$ cat config.mk
export PLATFORM = sky130hd
export DESIGN_NAME = sprite_rle_line_decoder_top
export DESIGN_NICKNAME = d
export VERILOG_FILES = /design/src/rtl/sprl_pkg.sv /design/src/rtl/sprite_rle_line_decoder_top.sv /design/src/rtl/sprl_fifo.sv /design/src/rtl/sprl_front.sv /design/src/rtl/sprl_back.sv
export SDC_FILE = /design/constraint.sdc
export NUM_CORES = 1
export LEC_CHECK = 0
export ABC_CLOCK_PERIOD_IN_PS = 10000
export BUFFER_PORTS_ARGS = -buffer_cell sky130_fd_sc_hd__buf_4
export CORE_ASPECT_RATIO = 0.6
export CORE_MARGIN = 4
export CORE_UTILIZATION = 40
export CTS_CLUSTER_SIZE = 28
export DETAILED_ROUTE_END_ITERATION = 10
export SETUP_SLACK_MARGIN = 0.02
export SLEW_MARGIN = 25
export SYNTH_ARGS = -nofsm -noshare
export SYNTH_HDL_FRONTEND = slang
export SYNTH_SLANG_ARGS = --single-unit
$ cat constraint.sdc
create_clock -name clk_i -period 10 [get_ports clk_i]
set_input_delay 1 -clock clk_i [delete_from_list [all_inputs] [get_ports clk_i]]
set_output_delay 1 -clock clk_i [all_outputs]
set_load 0.005 [all_outputs]
$ cat src/rtl/sprl_pkg.sv
// Shared types and constants for the sprite RLE line decoder.
// No dependencies; every other file of the block imports this package.
`default_nettype none

package sprl_pkg;

  // Configuration register indexes.
  localparam logic [2:0] CfgStartX      = 3'd0;
  localparam logic [2:0] CfgEndX        = 3'd1;
  localparam logic [2:0] CfgCanvasWidth = 3'd2;
  localparam logic [2:0] CfgRemapEnable = 3'd3;
  localparam logic [2:0] CfgRemapColors = 3'd4;

  localparam int unsigned CfgIdxW  = 3;
  localparam int unsigned CfgDataW = 64;

  // Code byte flags.
  localparam logic [7:0] SkipFlag   = 8'h80;
  localparam logic [7:0] RepeatFlag = 8'h40;

  // Cursor saturates here.
  localparam logic signed [13:0] XMax = 14'sd8191;

  // Depth of the run queue between parser and pixel generator.
  localparam int unsigned RunQDepth = 2;

  typedef enum logic [2:0] {
    PH_CTRL   = 3'b001,
    PH_REPCOL = 3'b010,
    PH_LIT    = 3'b100
  } phase_e;

  typedef struct packed {
    logic signed [13:0] start_x;
    logic [12:0]        end_x;
    logic [12:0]        canvas_width;
    logic               remap_enable;
    logic [63:0]        remap_colors;
  } cfg_t;

  // One run of visible pixels: first x, pixel count (1..63) and color.
  typedef struct packed {
    logic [12:0] x;
    logic [5:0]  count;
    logic [7:0]  color;
  } run_t;

  function automatic logic signed [13:0] sat_add(input logic signed [13:0] c,
                                                 input logic [6:0] n);
    logic signed [14:0] s;
    s = {c[13], c} + $signed({8'b0, n});
    if (s > $signed({XMax[13], XMax})) begin
      sat_add = XMax;
    end else begin
      sat_add = s[13:0];
    end
  endfunction

  function automatic logic reached_end(input logic signed [13:0] c,
                                       input logic [12:0] end_x);
    reached_end = ($signed({c[13], c}) >= $signed({2'b00, end_x}));
  endfunction

endpackage

`default_nettype wire

$ cat src/rtl/sprite_rle_line_decoder_top.sv
// Top level of the sprite RLE line decoder: configuration registers, byte
// parser, run queue and pixel generator. Depends on sprl_pkg and submodules.
//
//   Port group   Dir  Handshake            Payload
//   config       in   cfg_we_i             cfg_idx_i, cfg_data_i
//   code bytes   in   in_valid_i/ready_o   code_byte_i, line_start_i
//   pixels       out  out_valid_o/ready_i  pixel_x_o, color_o, last_o
//
// The parser takes one byte per cycle while the two-entry run queue has room.
// The pixel generator emits one pixel per cycle unless the output stalls, so a
// run of n visible pixels gives it n beats; the input stalls once the queue is
// full behind it. A pixel passes the run queue, run registers and output beat.
// Reset clears the parser to the idle state, waiting for a line start.
// A stalled output beat holds while the parser keeps filling the queue.
`default_nettype none

module sprite_rle_line_decoder_top #(
  parameter int unsigned MAX_WIDTH = 4096
) (
  input  wire logic                           clk_i,
  input  wire logic                           rst_ni,
  input  wire logic                           cfg_we_i,
  input  wire logic [sprl_pkg::CfgIdxW-1:0]   cfg_idx_i,
  input  wire logic [sprl_pkg::CfgDataW-1:0]  cfg_data_i,
  input  wire logic                           in_valid_i,
  output logic                                in_ready_o,
  input  wire logic [7:0]                     code_byte_i,
  input  wire logic                           line_start_i,
  output logic                                out_valid_o,
  input  wire logic                           out_ready_i,
  output logic [11:0]                         pixel_x_o,
  output logic [7:0]                          color_o,
  output logic                                last_o
);
  import sprl_pkg::*;

  cfg_t cfg_q;
  logic push, full, pop, head_valid;
  run_t push_data, head;

  always_ff @(posedge clk_i or negedge rst_ni) begin
    if (!rst_ni) begin
      cfg_q <= '0;
    end else if (cfg_we_i) begin
      case (cfg_idx_i)
        CfgStartX:      cfg_q.start_x      <= cfg_data_i[13:0];
        CfgEndX:        cfg_q.end_x        <= cfg_data_i[12:0];
        CfgCanvasWidth: cfg_q.canvas_width <= cfg_data_i[12:0];
        CfgRemapEnable: cfg_q.remap_enable <= cfg_data_i[0];
        CfgRemapColors: cfg_q.remap_colors <= cfg_data_i;
        default: ;
      endcase
    end
  end

  sprl_front #(
    .MAX_WIDTH(MAX_WIDTH)
  ) u_front (
    .clk_i        (clk_i),
    .rst_ni       (rst_ni),
    .cfg_i        (cfg_q),
    .in_valid_i   (in_valid_i),
    .in_ready_o   (in_ready_o),
    .code_byte_i  (code_byte_i),
    .line_start_i (line_start_i),
    .push_o       (push),
    .push_data_o  (push_data),
    .full_i       (full)
  );

  sprl_fifo u_fifo (
    .clk_i        (clk_i),
    .rst_ni       (rst_ni),
    .push_i       (push),
    .push_data_i  (push_data),
    .full_o       (full),
    .pop_i        (pop),
    .head_valid_o (head_valid),
    .head_o       (head)
  );

  sprl_back u_back (
    .clk_i        (clk_i),
    .rst_ni       (rst_ni),
    .head_valid_i (head_valid),
    .head_i       (head),
    .pop_o        (pop),
    .out_valid_o  (out_valid_o),
    .out_ready_i  (out_ready_i),
    .pixel_x_o    (pixel_x_o),
    .color_o      (color_o),
    .last_o       (last_o)
  );

endmodule

`default_nettype wire

$ cat src/rtl/sprl_fifo.sv
// Short run queue between the byte parser and the pixel generator.
// Depends on sprl_pkg for the run entry type and the depth.
`default_nettype none

module sprl_fifo (
  input  wire logic           clk_i,
  input  wire logic           rst_ni,
  input  wire logic           push_i,
  input  sprl_pkg::run_t      push_data_i,
  output logic                full_o,
  input  wire logic           pop_i,
  output logic                head_valid_o,
  output sprl_pkg::run_t      head_o
);
  import sprl_pkg::*;

  localparam int unsigned PtrW = (RunQDepth > 1) ? $clog2(RunQDepth) : 1;
  localparam int unsigned CntW = $clog2(RunQDepth + 1);

  run_t            mem_q [RunQDepth];
  logic [PtrW-1:0] wr_ptr_q, wr_ptr_d;
  logic [PtrW-1:0] rd_ptr_q, rd_ptr_d;
  logic [CntW-1:0] cnt_q, cnt_d;
  logic            do_push, do_pop;

  assign full_o       = (cnt_q == CntW'(RunQDepth));
  assign head_valid_o = (cnt_q != '0);
  assign head_o       = mem_q[rd_ptr_q];
  assign do_push      = push_i & ~full_o;
  assign do_pop       = pop_i & head_valid_o;

  always_comb begin
    wr_ptr_d = wr_ptr_q;
    rd_ptr_d = rd_ptr_q;
    cnt_d    = cnt_q;
    if (do_push) begin
      wr_ptr_d = (wr_ptr_q == PtrW'(RunQDepth - 1)) ? '0 : wr_ptr_q + 1'b1;
    end
    if (do_pop) begin
      rd_ptr_d = (rd_ptr_q == PtrW'(RunQDepth - 1)) ? '0 : rd_ptr_q + 1'b1;
    end
    if (do_push && !do_pop) begin
      cnt_d = cnt_q + 1'b1;
    end else if (do_pop && !do_push) begin
      cnt_d = cnt_q - 1'b1;
    end
  end

  always_ff @(posedge clk_i or negedge rst_ni) begin
    if (!rst_ni) begin
      wr_ptr_q <= '0;
      rd_ptr_q <= '0;
      cnt_q    <= '0;
    end else begin
      wr_ptr_q <= wr_ptr_d;
      rd_ptr_q <= rd_ptr_d;
      cnt_q    <= cnt_d;
    end
  end

  always_ff @(posedge clk_i) begin
    if (do_push) begin
      mem_q[wr_ptr_q] <= push_data_i;
    end
  end

endmodule

`default_nettype wire

$ cat src/rtl/sprl_front.sv
// Byte parser: tracks parse phase, run count and cursor, and turns each
// accepted code byte into at most one run of visible pixels. Uses sprl_pkg.
`default_nettype none

module sprl_front #(
  parameter int unsigned MAX_WIDTH = 4096
) (
  input  wire logic           clk_i,
  input  wire logic           rst_ni,
  input  sprl_pkg::cfg_t      cfg_i,
  input  wire logic           in_valid_i,
  output logic                in_ready_o,
  input  wire logic [7:0]     code_byte_i,
  input  wire logic           line_start_i,
  output logic                push_o,
  output sprl_pkg::run_t      push_data_o,
  input  wire logic           full_i
);
  import sprl_pkg::*;

  localparam logic [16:0] MaxW = 17'(MAX_WIDTH);

  phase_e             phase_q, phase_d;
  logic [5:0]         run_q, run_d;
  logic signed [13:0] cursor_q, cursor_d;
  logic               done_q, done_d;

  logic               accept;
  logic [5:0]         emit_n;
  logic signed [13:0] emit_c;
  logic [14:0]        neg_c;
  logic [12:0]        cw_eff;
  logic [7:0]         color;

  // Clip a run so it ends at the canvas width, unless already past it.
  function automatic logic [5:0] clip(input logic [5:0] n,
                                      input logic signed [13:0] c,
                                      input logic [12:0] cw);
    logic signed [15:0] room;
    room = $signed({3'b000, cw}) - $signed({{2{c[13]}}, c});
    clip = n;
    if (room >= 16'sd0 && $signed({10'b0, n}) > room) begin
      clip = room[5:0];
    end
  endfunction

  assign in_ready_o = ~full_i;
  assign accept     = in_valid_i & in_ready_o;
  assign cw_eff     = ({4'b0, cfg_i.canvas_width} < MaxW) ? cfg_i.canvas_width : MaxW[12:0];

  always_comb begin
    phase_d  = phase_q;
    run_d    = run_q;
    cursor_d = cursor_q;
    done_d   = done_q;
    emit_n   = '0;

    if (line_start_i) begin
      cursor_d = cfg_i.start_x;
      phase_d  = PH_CTRL;
      run_d    = '0;
      done_d   = reached_end(cfg_i.start_x, cfg_i.end_x);
    end
    emit_c = cursor_d;

    if (!done_d) begin
      case (phase_d)
        PH_REPCOL: begin
          emit_n   = run_d;
          cursor_d = sat_add(cursor_d, {1'b0, run_d});
          run_d    = '0;
          phase_d  = PH_CTRL;
          done_d   = reached_end(cursor_d, cfg_i.end_x);
        end
        PH_LIT: begin
          emit_n   = 6'd1;
          cursor_d = sat_add(cursor_d, 7'd1);
          run_d    = run_d - 6'd1;
          if (run_d == '0) begin
            phase_d = PH_CTRL;
            done_d  = reached_end(cursor_d, cfg_i.end_x);
          end
        end
        default: begin
          if ((code_byte_i & SkipFlag) != '0) begin
            cursor_d = sat_add(cursor_d, code_byte_i[6:0]);
            phase_d  = PH_CTRL;
            done_d   = reached_end(cursor_d, cfg_i.end_x);
          end else if ((code_byte_i & RepeatFlag) != '0) begin
            run_d   = clip(code_byte_i[5:0], cursor_d, cw_eff);
            phase_d = PH_REPCOL;
          end else begin
            run_d = clip(code_byte_i[5:0], cursor_d, cw_eff);
            if (run_d == '0) begin
              phase_d = PH_CTRL;
              done_d  = reached_end(cursor_d, cfg_i.end_x);
            end else begin
              phase_d = PH_LIT;
            end
          end
        end
      endcase
    end
  end

  // When remap is enabled, team colors 8..15 come from the remap table.
  always_comb begin
    color = code_byte_i;
    if (cfg_i.remap_enable && code_byte_i[7:3] == 5'b00001) begin
      color = cfg_i.remap_colors[{code_byte_i[2:0], 3'b000} +: 8];
    end
  end

  // Pixels left of the canvas are dropped here, so only visible ones queue.
  assign neg_c = -{emit_c[13], emit_c};

  always_comb begin
    push_data_o.color = color;
    if (emit_c[13]) begin
      push_data_o.x = '0;
      if (neg_c >= {9'b0, emit_n}) begin
        push_data_o.count = '0;
      end else begin
        push_data_o.count = emit_n - neg_c[5:0];
      end
    end else begin
      push_data_o.x     = emit_c[12:0];
      push_data_o.count = emit_n;
    end
  end

  assign push_o = accept & (push_data_o.count != '0);

  always_ff @(posedge clk_i or negedge rst_ni) begin
    if (!rst_ni) begin
      phase_q  <= PH_CTRL;
      run_q    <= '0;
      cursor_q <= '0;
      done_q   <= 1'b1;
    end else if (accept) begin
      phase_q  <= phase_d;
      run_q    <= run_d;
      cursor_q <= cursor_d;
      done_q   <= done_d;
    end
  end

endmodule

`default_nettype wire

$ cat src/rtl/sprl_back.sv
// Pixel generator: takes runs from the queue and emits one pixel per cycle
// through a registered output beat while it is not stalled. Uses sprl_pkg.
`default_nettype none

module sprl_back (
  input  wire logic           clk_i,
  input  wire logic           rst_ni,
  input  wire logic           head_valid_i,
  input  sprl_pkg::run_t      head_i,
  output logic                pop_o,
  output logic                out_valid_o,
  input  wire logic           out_ready_i,
  output logic [11:0]         pixel_x_o,
  output logic [7:0]          color_o,
  output logic                last_o
);
  import sprl_pkg::*;

  logic        busy_q;
  logic [12:0] x_q;
  logic [5:0]  cnt_q;
  logic [7:0]  col_q;
  logic        out_valid_q;
  logic [11:0] px_q;
  logic [7:0]  ocol_q;
  logic        last_q;

  logic        slot_free, step, final_px;

  assign slot_free = ~out_valid_q | out_ready_i;
  assign step      = busy_q & slot_free;
  assign final_px  = (cnt_q == 6'd1);
  assign pop_o     = head_valid_i & (~busy_q | (step & final_px));

  always_ff @(posedge clk_i or negedge rst_ni) begin
    if (!rst_ni) begin
      busy_q      <= 1'b0;
      out_valid_q <= 1'b0;
    end else begin
      if (pop_o) begin
        busy_q <= 1'b1;
      end else if (step && final_px) begin
        busy_q <= 1'b0;
      end
      if (step) begin
        out_valid_q <= 1'b1;
      end else if (out_ready_i) begin
        out_valid_q <= 1'b0;
      end
    end
  end

  // The cursor holds at its limit, so a run past it repeats the last x.
  always_ff @(posedge clk_i) begin
    if (pop_o) begin
      x_q   <= head_i.x;
      cnt_q <= head_i.count;
      col_q <= head_i.color;
    end else if (step) begin
      x_q   <= (x_q == XMax[12:0]) ? x_q : x_q + 13'd1;
      cnt_q <= cnt_q - 6'd1;
    end
    if (step) begin
      px_q   <= x_q[11:0];
      ocol_q <= col_q;
      last_q <= final_px;
    end
  end

  assign out_valid_o = out_valid_q;
  assign pixel_x_o   = px_q;
  assign color_o     = ocol_q;
  assign last_o      = last_q;

endmodule

`default_nettype wire

# Word-level counts from Yosys, hierarchy flattened
# Memories as Yosys holds them, arrays and structs flattened.
# Index checks and enable logic that the tools add are counted.
# word_totals
reg_bits	183
in_bits	81
word_cells	152
memories	1
mem_bits_rw	54
output_inout_bits	23
# mem_list
name	words	word_bits	read_ports	rd_clocked_by_memory_dff	wr	line_no	source
u_fifo.mem_q	2	27	1	0	1	sprl_fifo.sv:20	run_t mem_q [RunQDepth];
# classes
n_bitwise	12
eq_ne	11
muxes	59
n_reduce_logical	23
addsub	13
order_cmp	12
n_shift	1
# op_table
cell	count
2-to-1 mux 14 bit	13
2-to-1 mux 6 bit	13
greater-or-equal comparator 14 bit	5
indexed part select 64 x 7 -> 8 bit	1
2-to-1 mux 13 bit	4
greater-than comparator 15 x 14 -> 1 bit, second input constant	3
one-hot mux 14 bit (2 select lines)	1
one-hot mux 6 bit (2 select lines)	2
2-to-1 mux 19 bit	1
2-to-1 mux 3 bit	6
greater-or-equal comparator 16 x 1 -> 1 bit, second input constant	1
greater-than comparator 7 x 16 -> 1 bit	1
adder 14 x 2 -> 15 bit, second input constant	1
adder 14 x 7 -> 15 bit	1
adder 14 x 8 -> 15 bit	1
greater-or-equal comparator 15 x 6 -> 1 bit	1
negation 15 bit	1
subtractor 14 x 14 -> 15 bit	1
2-to-1 mux 1 bit	14
adder 13 x 1 -> 13 bit, second input constant	1
== test 13 bit, second input constant	1
less-than comparator 13 bit, second input constant	1
logical NOT 6 bit	2
AND reduction 2 bit	6
other kinds (25)	49

# Depth between registers and ports, before layout
# Gate-level depths: netlist of run 1.
# logic_depth
word_depth	16
mapped_depth	26
ltp_nobuf	23

# By module
# Synthesis of run 1 repeated with hierarchy kept, for this count alone.
# hier_totals
cells_unflattened	1457
area_unflattened_um2	15972.8
# by_module_without_submodules
mod	area_per_inst_um2	seq_area_each_um2	cells_per_inst	instances
sprl_front	7385.8	603.1	978	1
sprite_rle_line_decoder_top	4262.8	2627.5	225	1
sprl_fifo	2248.4	1721.7	103	1
sprl_back	2075.7	1491.4	151	1

# Worst setup path after synthesis of run 1
# OpenSTA, ideal clock, no wires.
# synth_path
path_type	input port to flip-flop
start	input line_start_i
end	register u_front.done_q
arrival_time_ns	6.278
n_path_buf	7
stages	25
slack_ns	3.637
t_required_ns	9.915
setup_ns	0.085
path_cell_list	buf_6 > buf_6 > buf_6 > buf_2 > buf_2 > buf_1 > mux2i_1 > inv_1 > ha_1 > a211oi_1 > o22ai_1 > a41o_1 > or4_1 > a21o_1 > clkbuf_1 > nand2_1 > ha_1 > a211o_1 > or3_1 > a211oi_1 > o31ai_1 > o211ai_1 > o2111ai_1 > o22ai_1 > a31oi_1
# synth_between
elab_chain_cells	15
word_cells_on_any_way	44
cone_classes	add/sub: 5; order compare: 9; eq/ne: 2; mux: 25; reduce/logical: 3
# synth_lines
item	line_no	source
start: declaration	sprite_rle_line_decoder_top.sv:28	input wire logic line_start_i,
parallel branches: the longest is 14 deep, another holds adder 14 x 8 -> 15 bit	n/a	
2-to-1 mux 1 bit (*)	sprl_front.sv:66	if (!done_d) begin
end signal: assignment	sprl_front.sv:144	done_q <= done_d;
end: declaration	sprl_front.sv:26	logic done_q, done_d;
# Every way passes the cells marked *. The select of a mux whose other input is x is not followed.
# A chain may end at the register's enable or synchronous reset.

# Final worst setup path of run 1
# Same ends and word-level chain as after synthesis.

==> results of run 1 <==
-- cell families (layout without fill, tap and decap cells) --
group / after synthesis / count (layout) / share of synthesized area [%]
multiplexers: 167 / 167 / 13.2
XOR/XNOR: 68 / 68 / 3.93
flip-flops: 237 / 237 / 42.5
AO/OA/AOI/OAI: 316 / 316 / 14.3
buffers and inverters: 124 / 238 / 3.27
AND/OR/NAND/NOR: 402 / 402 / 12.7
adder cells (fa/ha/maj): 120 / 120 / 10.1
-- routing by layer --
metal | track usage [%] | up-vias
met5 | 0 | -
met4 | 3.60 | 0
met1 | 38.2 | 5880
met2 | 31.2 | 623
li1 | - | 5493
met3 | 7.90 | 70
-- power by group through the flow --
stage          clock, mW  sequential [mW]  combinational (mW)
2_1_floorplan          0             1.35                1.41
3_3_place_gp           0             1.44                1.99
3_5_place_dp           0             1.44                2.01
4_1_cts            0.962             1.43                2.03
5_1_grt            0.999             1.45                2.27
6_report           0.940             1.44                2.07
-- metrics by stage --
step                      hold WS [ns]  util, %
after global routing             0.339     47.0
after CTS                        0.342     47.0
after global placement           0.405     44.8
after floorplan                  0.400        -
after detailed placement         0.405     44.8
final                            0.334     47.0
-- worst max-delay path: stages --
cell,delay [ns]
buf_4,0.49
clkinv_1,0.55
a21boi_1,0.82
inv_1,0.38
ha_1,0.42
a21o_1,0.20
a21o_1,0.19
a41o_1,0.23
or4_1,0.53
a21o_1,0.34
nand2_1,0.12
ha_1,0.24
a211o_1,0.31
or3_1,0.31
a211oi_1,0.31
o31ai_1,0.11
o211ai_1,0.11
o2111ai_1,0.23
o22ai_1,0.19
a31oi_1,0.07
-- layout by cell type, fill, tap and decap left out, types with 30 or more instances in the layout --
master,count
ha_1,116
inv_1,63
nor2_1,87
mux2_2,101
a21oi_1,69
dfrtp_1,133
nor2b_1,30
nand3_1,36
o21ai_0,82
xnor2_1,48
buf_4,126
nand2_1,137
edfxtp_1,102
mux2i_1,48
-- area by class of cell --
class,instances,area (sq um)
clock inverter,16,169
multi-input combinational,1073,8260
tap,504,631
timing repair buffer,127,957
inverter,67,251
sequential,237,6440
fill,3464,19500
clock buffer,28,637
-- how the worst min path moves through the flow --
stage                                   start                               to  slack, ns  depth (start not counted)
finish                                 rst_ni  u_front.cursor_q[6]$_DFFE_PN0P_       0.33                          1
floorplan           u_back.col_q[0]$_DFFE_PP_      u_back.color_o[0]$_DFFE_PP_       0.40                          0
detailed placement  u_back.col_q[2]$_DFFE_PP_      u_back.color_o[2]$_DFFE_PP_       0.41                          0
CTS                                    rst_ni  u_front.cursor_q[6]$_DFFE_PN0P_       0.34                          1
global placement    u_back.col_q[4]$_DFFE_PP_      u_back.color_o[4]$_DFFE_PP_       0.40                          0
global route                           rst_ni  u_front.cursor_q[6]$_DFFE_PN0P_       0.34                          1
-- registers in the layout (all words and copies together) (netlist names) --
name                count
u_back.col_q            8
u_front.run_q           6
u_fifo.rd_ptr_q         1
u_back.color_o          8
u_fifo.mem_q           54
u_front.done_q          1
u_back.x_q             13
u_front.cursor_q       14
u_front.phase_q         3
u_fifo.cnt_q            2
u_back.cnt_q            6
u_fifo.wr_ptr_q         1
cfg_q                 105
u_back.last_o           1
u_back.out_valid_o      1
u_back.busy_q           1
u_back.pixel_x_o       12
==> summary.txt, run 1 <==
STA
  – Max Clk Rate: 0.147 GHz
  – Final setup violating endpoints: 0
  – Number of pins exceeding their max-slew limit in the final report: 0
  – Setup repair after global routing missed its margin: no
  – Number of endpoints with negative hold slack in the final report: 0
  – Final period utilization: 67.8%
  – Least-Margin Pin Slew: 1.03 ns
  – Total negative slack for setup checks: 0 ns
  – Final period demand of the worst path: 6.78 ns
  – Slew margin rel.: 31.2%
  – Post-layout worst setup margin: 3.22 ns
  – Skew final: 0.0196 ns

Finish
  – Antenna diode count: 0
  – Total number of nets in the final design: 1,731
  – Non-filler cells in the finished layout: 2,052
  – Fraction of layout instances using a drive strength above 1: 20.2%
  – Synth-to-Final Area Change: 14.4%
  – Final design area excluding fillers: 17,400 sq um

CTS
  – Number of levels in the clock H-tree: 1
  – Clk pin slew, worst setup/hold paths: 0.07 ns
  – Worst-Skew Late Latency: 0.54 ns
  – Maximum buffer depth of the clock tree: 3
  – CTS tree: yes
  – Number of gates resized after CTS: 0
  – Number of setup buffers added after CTS: 0
  – CTS Hold Bufs: 0
  – Clock sinks: 237
  – TritonCTS Buffers: 24
  – Buffer type at the clock tree root: clkbuf_16

Logic synthesis
  – Sequential element share of the synthesized area: 42.5%
  – Cells after synthesis: 1,434
  – Netlist area before placement: 15,200 sq um
  – Number of distinct library cells after synthesis: 85
  – Synth warnings: 0
  – Most used flip-flop cell after synthesis: dfrtp_1
  – Area contributors post-synth: dfrtp_1, edfxtp_1, ha_1, mux2_2, nand2_1
  – Post-synthesis sequential element count: 237
  – Count leader, synth: nand2_1
  – Post-synthesis net count: 1,635
  – Proportion of register bits with asynchronous set or reset after synthesis: 57.0%
  – Commonest cells in the synthesized netlist: nand2_1, dfrtp_1, ha_1
  – Number of synthesized flops with an enable pin: 102
  – Biggest area consumer among synthesized cells: dfrtp_1
  – Proportion of netlist area held by the largest area contributor: 22.0%
  – Mapped Avg Cell Area: 10.6 sq um

Run
  – Max Cap Violations: 0

Route
  – Via density per instance: 5.88
  – Detailed-route wire length: 50.1 mm
  – Top Layer Used: met4
  – Avg WL per Cell: 24.4 um
  – DR vias: 12,100
  – DRT iter0 DRCs: 1,391
  – Number of antenna-violating nets in the routed design: 0
  – Detailed Routing Iterations Pass 1: 8
  – Number of remaining DRC errors: 0
  – Met1 layer wirelength in the final routing: 23.9 mm
  – Routed length on met3: 6.22 mm
  – Met2 Wirelength: 19.2 mm

Setup path
  – CP endpoint kind: flop
  – Slack of the worst reg-to-reg path: 4.17 ns
  – Critical Setup Path Class: primary input to flop
  – Critical R2R Launch: cfg_q[79]$_DFFE_PN0P_
  – Launching element of the worst setup path: line_start_i
  – Critical path data required time: 10.44 ns
  – Termination of the worst setup path: u_front.done_q$_DFFE_PN1P_
  – Data arrival, critical path: 7.22 ns
  – Kind of launch point of the worst setup path: primary input
  – Crit-path max FO: 60
  – R2R Path End: u_fifo.mem_q[0][14]$_DFFE_PP_
  – R2r worst-path depth: 20

Min path
  – Hold Path Class: primary input to asynchronous set/reset pin

Run status
  – Status: completed

Floorplan
  – Die Ht: 159 um
  – I/O Pins: 104
  – Horizontal extent of the die: 259 um
  – FP Rows: 54
  – Starting density of the core: 41.1%
  – Core footprint: 36,900 sq um
  – Die area: 41,200 sq um

GRT
  – GRT Overall Usage: 23.8%
  – Grt total ovfl: 0
  – Maximum number of pins on one net before global-route repair: 65
  – Number of global-route vias before repair: 11,600
  – Number of antenna violations at the first check in global routing: 0
  – First-pass GRT wire length: 75.0 mm

Power
  – Clock Power Share: 21.1%
  – Share of total power consumed by net switching: 41.8%
  – Net Sw Power: 1.86 mW
  – Power density over cell area: 256 nW/um^2
  – Internal: 2.59 mW
  – Largest voltage drop on the vdd net: 0.108 mV
  – Share of power burned in combinational logic: 46.5%
  – Overall power after layout: 4.44 mW
  – Power share of the sequential group: 32.3%
  – Leak pwr: 7.35 nW

Placed design
  – Detailed placement HPWL: 38.5 mm
  – Routability-driven placement congestion ratio: 0.992
  – Worst setup timing slack at the placement stage: 2.88 ns
  – Dpl cells: 2,008
  – Input/output buffers: 103
  – Cell Area, Placed: 16,500 sq um
No activity file was read; power rests on OpenSTA's default activity.
==> run 2, diff against run 1 <==
--- a/config.mk
+++ b/config.mk
@@ -5,7 +5,7 @@
 export SDC_FILE = /design/constraint.sdc
 export NUM_CORES = 1
 export LEC_CHECK = 0
-export ABC_CLOCK_PERIOD_IN_PS = 10000
+export ABC_CLOCK_PERIOD_IN_PS = 6400
 export BUFFER_PORTS_ARGS = -buffer_cell sky130_fd_sc_hd__buf_4
 export CORE_ASPECT_RATIO = 0.6
 export CORE_MARGIN = 4
==> constraint.sdc (replaced) <==
create_clock -name clk_i -period 6.4 [get_ports clk_i]
set_input_delay 0.64 -clock clk_i [delete_from_list [all_inputs] [get_ports clk_i]]
set_output_delay 0.64 -clock clk_i [all_outputs]
set_load 0.005 [all_outputs]
==> run 2 against run 1 <==
Effect of this change: core utilization is 0.35 points higher; largest power group unchanged; combinational power is 57% higher; final area is 0.75% higher; highest routed layer unchanged; non-clock buffer count is 13 higher; routed wire length is 1.1% lower; largest cell class unchanged; register-to-register slack worse by 3.6 ns.
==> summary.txt, run 2 (synthesis gave the netlist of run 1 again) <==
Finish
  – Largest register by flop count: cfg_q
  – Commonest cells after routing, fill and taps aside: buf_4, nand2_1, dfrtp_1
  – Flip-flop count of the largest register after layout: 105
  – Number of filler cells placed in the layout: 3,446
  – Largest registers ranked by flip-flop count: cfg_q x105, u_fifo.mem_q x54, u_front.cursor_q x14
  – Fraction of layout instances using a drive strength above 1: 21.0%
  – Synth-to-Final Area Change: 15.3%
  – Most common library cell in the layout ignoring fill and taps: buf_4
  – Total number of nets in the final design: 1,744

Route
  – DRT iter0 DRCs: 1,317
  – Avg WL per Cell: 24.0 um
  – Detailed-route wire length: 49.6 mm
  – Detailed Routing Iterations Pass 1: 9
  – Number of remaining DRC errors: 0
  – Number of antenna-violating nets in the routed design: 0
  – DR vias: 12,200
  – Via density per instance: 5.89

Power
  – Leak pwr: 7.43 nW
  – Power density over cell area: 400 nW/um^2
  – Largest voltage drop on the vdd net: 0.186 mV
  – Overall power after layout: 6.99 mW

Setup path
  – Critical path data required time: 6.60 ns
  – Crit-path max FO: 27
  – Data arrival, critical path: 6.04 ns
  – Largest stage delay, worst path: 0.51 ns
  – CP endpoint kind: flop
  – Cell with the biggest individual delay on the critical path: o21ai_0
  – Kind of launch point of the worst setup path: flop
  – Cells traversed along the worst timing path: inv_1 -> ha_1 -> nor2b_1 -> o21a_1 -> o21ai_0 -> a211oi_1 -> o21ai_0 -> nand2_1 -> or2_2 -> ha_1 -> nand2b_1 -> a21o_1 -> a21oi_1 -> o21bai_1 -> a21oi_1 -> o2111ai_1 -> a41o_1 -> a31oi_4 -> nor2b_2 -> buf_4
  – Critical Setup Path Class: flop to flop

CTS
  – Number of gates resized after CTS: 0
  – Clock sinks: 237
  – CTS Hold Bufs: 0
  – Maximum buffer depth of the clock tree: 3
  – TritonCTS Buffers: 24
  – Buffer type at the clock tree root: clkbuf_16
  – Number of levels in the clock H-tree: 1
  – Worst-Skew Late Latency: 0.55 ns
  – CTS tree: yes
  – Clk pin slew, worst setup/hold paths: 0.07 ns
  – Number of setup buffers added after CTS: 0

STA
  – Hold slack: 0.136 ns
  – Final period demand of the worst path: 5.84 ns
  – Skew final: 0.0157 ns
  – Final setup violating endpoints: 0
  – Final period utilization: 91.2%
  – Slew margin rel.: 30.5%
  – Total negative slack for setup checks: 0 ns
  – Number of pins exceeding their max-slew limit in the final report: 0
  – Least-Margin Pin Slew: 1.04 ns
  – Number of endpoints with negative hold slack in the final report: 0
  – Setup repair after global routing missed its margin: no
  – Max Clk Rate: 0.171 GHz

Placed design
  – Input/output buffers: 103
  – Routability-driven placement congestion ratio: 1.02
  – Detailed placement HPWL: 37.9 mm

Min path
  – Hold Path Class: primary input to asynchronous set/reset pin

Floorplan
  – Die Ht: 159 um
  – Horizontal extent of the die: 259 um
  – FP Rows: 54
  – Die area: 41,200 sq um
  – I/O Pins: 104
  – Starting density of the core: 41.1%
  – Core footprint: 36,900 sq um

Run status
  – Status: completed

GRT
  – Number of global-route vias before repair: 11,600
  – Maximum number of pins on one net before global-route repair: 86
  – GRT Overall Usage: 23.4%
  – Number of antenna violations at the first check in global routing: 0
  – First-pass GRT wire length: 74.0 mm
  – Grt total ovfl: 0

Run
  – Max Cap Violations: 0
[run 2: cell count changes in the layout (fill, tap and decap cells not counted), sizes merged]
cell      change
clkinv        -1
clkinvlp      -1
clkbuf        +3
diode         +1
bufinv        -1
buf          +13
[run 2: final timing paths]
kind / from / end / slack [ns] / cells past startpoint
setup / recovery: cfg_q[79]$_DFFE_PN0P_ / u_fifo.mem_q[0][22]$_DFFE_PP_ / 0.56 / 20
hold / removal: rst_ni / u_fifo.cnt_q[1]$_DFFE_PN0P_ / 0.14 / 1
setup reg to reg: cfg_q[79]$_DFFE_PN0P_ / u_fifo.mem_q[0][22]$_DFFE_PP_ / 0.56 / 20
hold reg to reg: u_back.col_q[0]$_DFFE_PP_ / u_back.color_o[0]$_DFFE_PP_ / 0.42 / 0
max in group asynchronous: rst_ni / cfg_q[59]$_DFFE_PN0P_ / 4.97 / 2
min in group clk_i: cfg_data_i[28] / cfg_q[28]$_DFFE_PN0P_ / 0.32 / 2
[run 2: power breakdown]
part           switching (mW)  leakage [nW]  internal [mW]  total [mW]
Sequential              0.321          2.59           1.92        2.24
Clock                   0.643         0.410          0.850        1.49
Combinational            1.95          4.42           1.31        3.26
Total                    2.91          7.43           4.07        6.99
[run 2: cell type report]
| cell class | count | area (sq um) | share of cell area [%] |
|---|---|---|---|
| flip-flops and latches | 237 | 6440 | 36.9 |
| diodes | 1 | 2.50 | 0.0143 |
| well taps | 504 | 631 | 3.61 |
| repair buffers | 140 | 1050 | 6.03 |
| clock buffers | 31 | 688 | 3.94 |
| multi-input cells | 1073 | 8270 | 47.3 |
| clock inverters | 13 | 144 | 0.823 |
| inverters | 67 | 251 | 1.44 |
[run 2: through the flow]
stage | area [sq um] | setup WS, ns | cells | util (%)
2_1_floorplan | 15200 | 0.397 | 1434 | -
3_3_place_gp | 16600 | 0.809 | 2020 | 45.1
3_5_place_dp | 16600 | 0.705 | 2020 | 45.1
4_1_cts | 17500 | 0.667 | 2064 | 47.4
5_1_grt | 17500 | 0.217 | 2065 | 47.4
6_report | 17500 | 0.561 | 2066 | 47.4
[run 2: routing by layer]
layer / routed length [um] / GRT usage, % / up-vias
li1: - / - / 5532
met1: 24000 / 37.7 / 5935
met2: 18600 / 30.1 / 629
met3: 6160 / 8.15 / 71
met4: 818 / 3.50 / 0
met5: 0 / 0 / -
[run 2: worst max-delay path, delay by kind of cell, from the launching register on]
| kind | cells | cell delay, ns |
|---|---|---|
| adder cells (fa/ha/maj) | 2 | 0.65 |
| buffers and inverters | 2 | 0.72 |
| flip-flops | 1 | 0.36 |
| AND/OR/NAND/NOR | 5 | 1.35 |
| AO/OA/AOI/OAI | 11 | 2.37 |
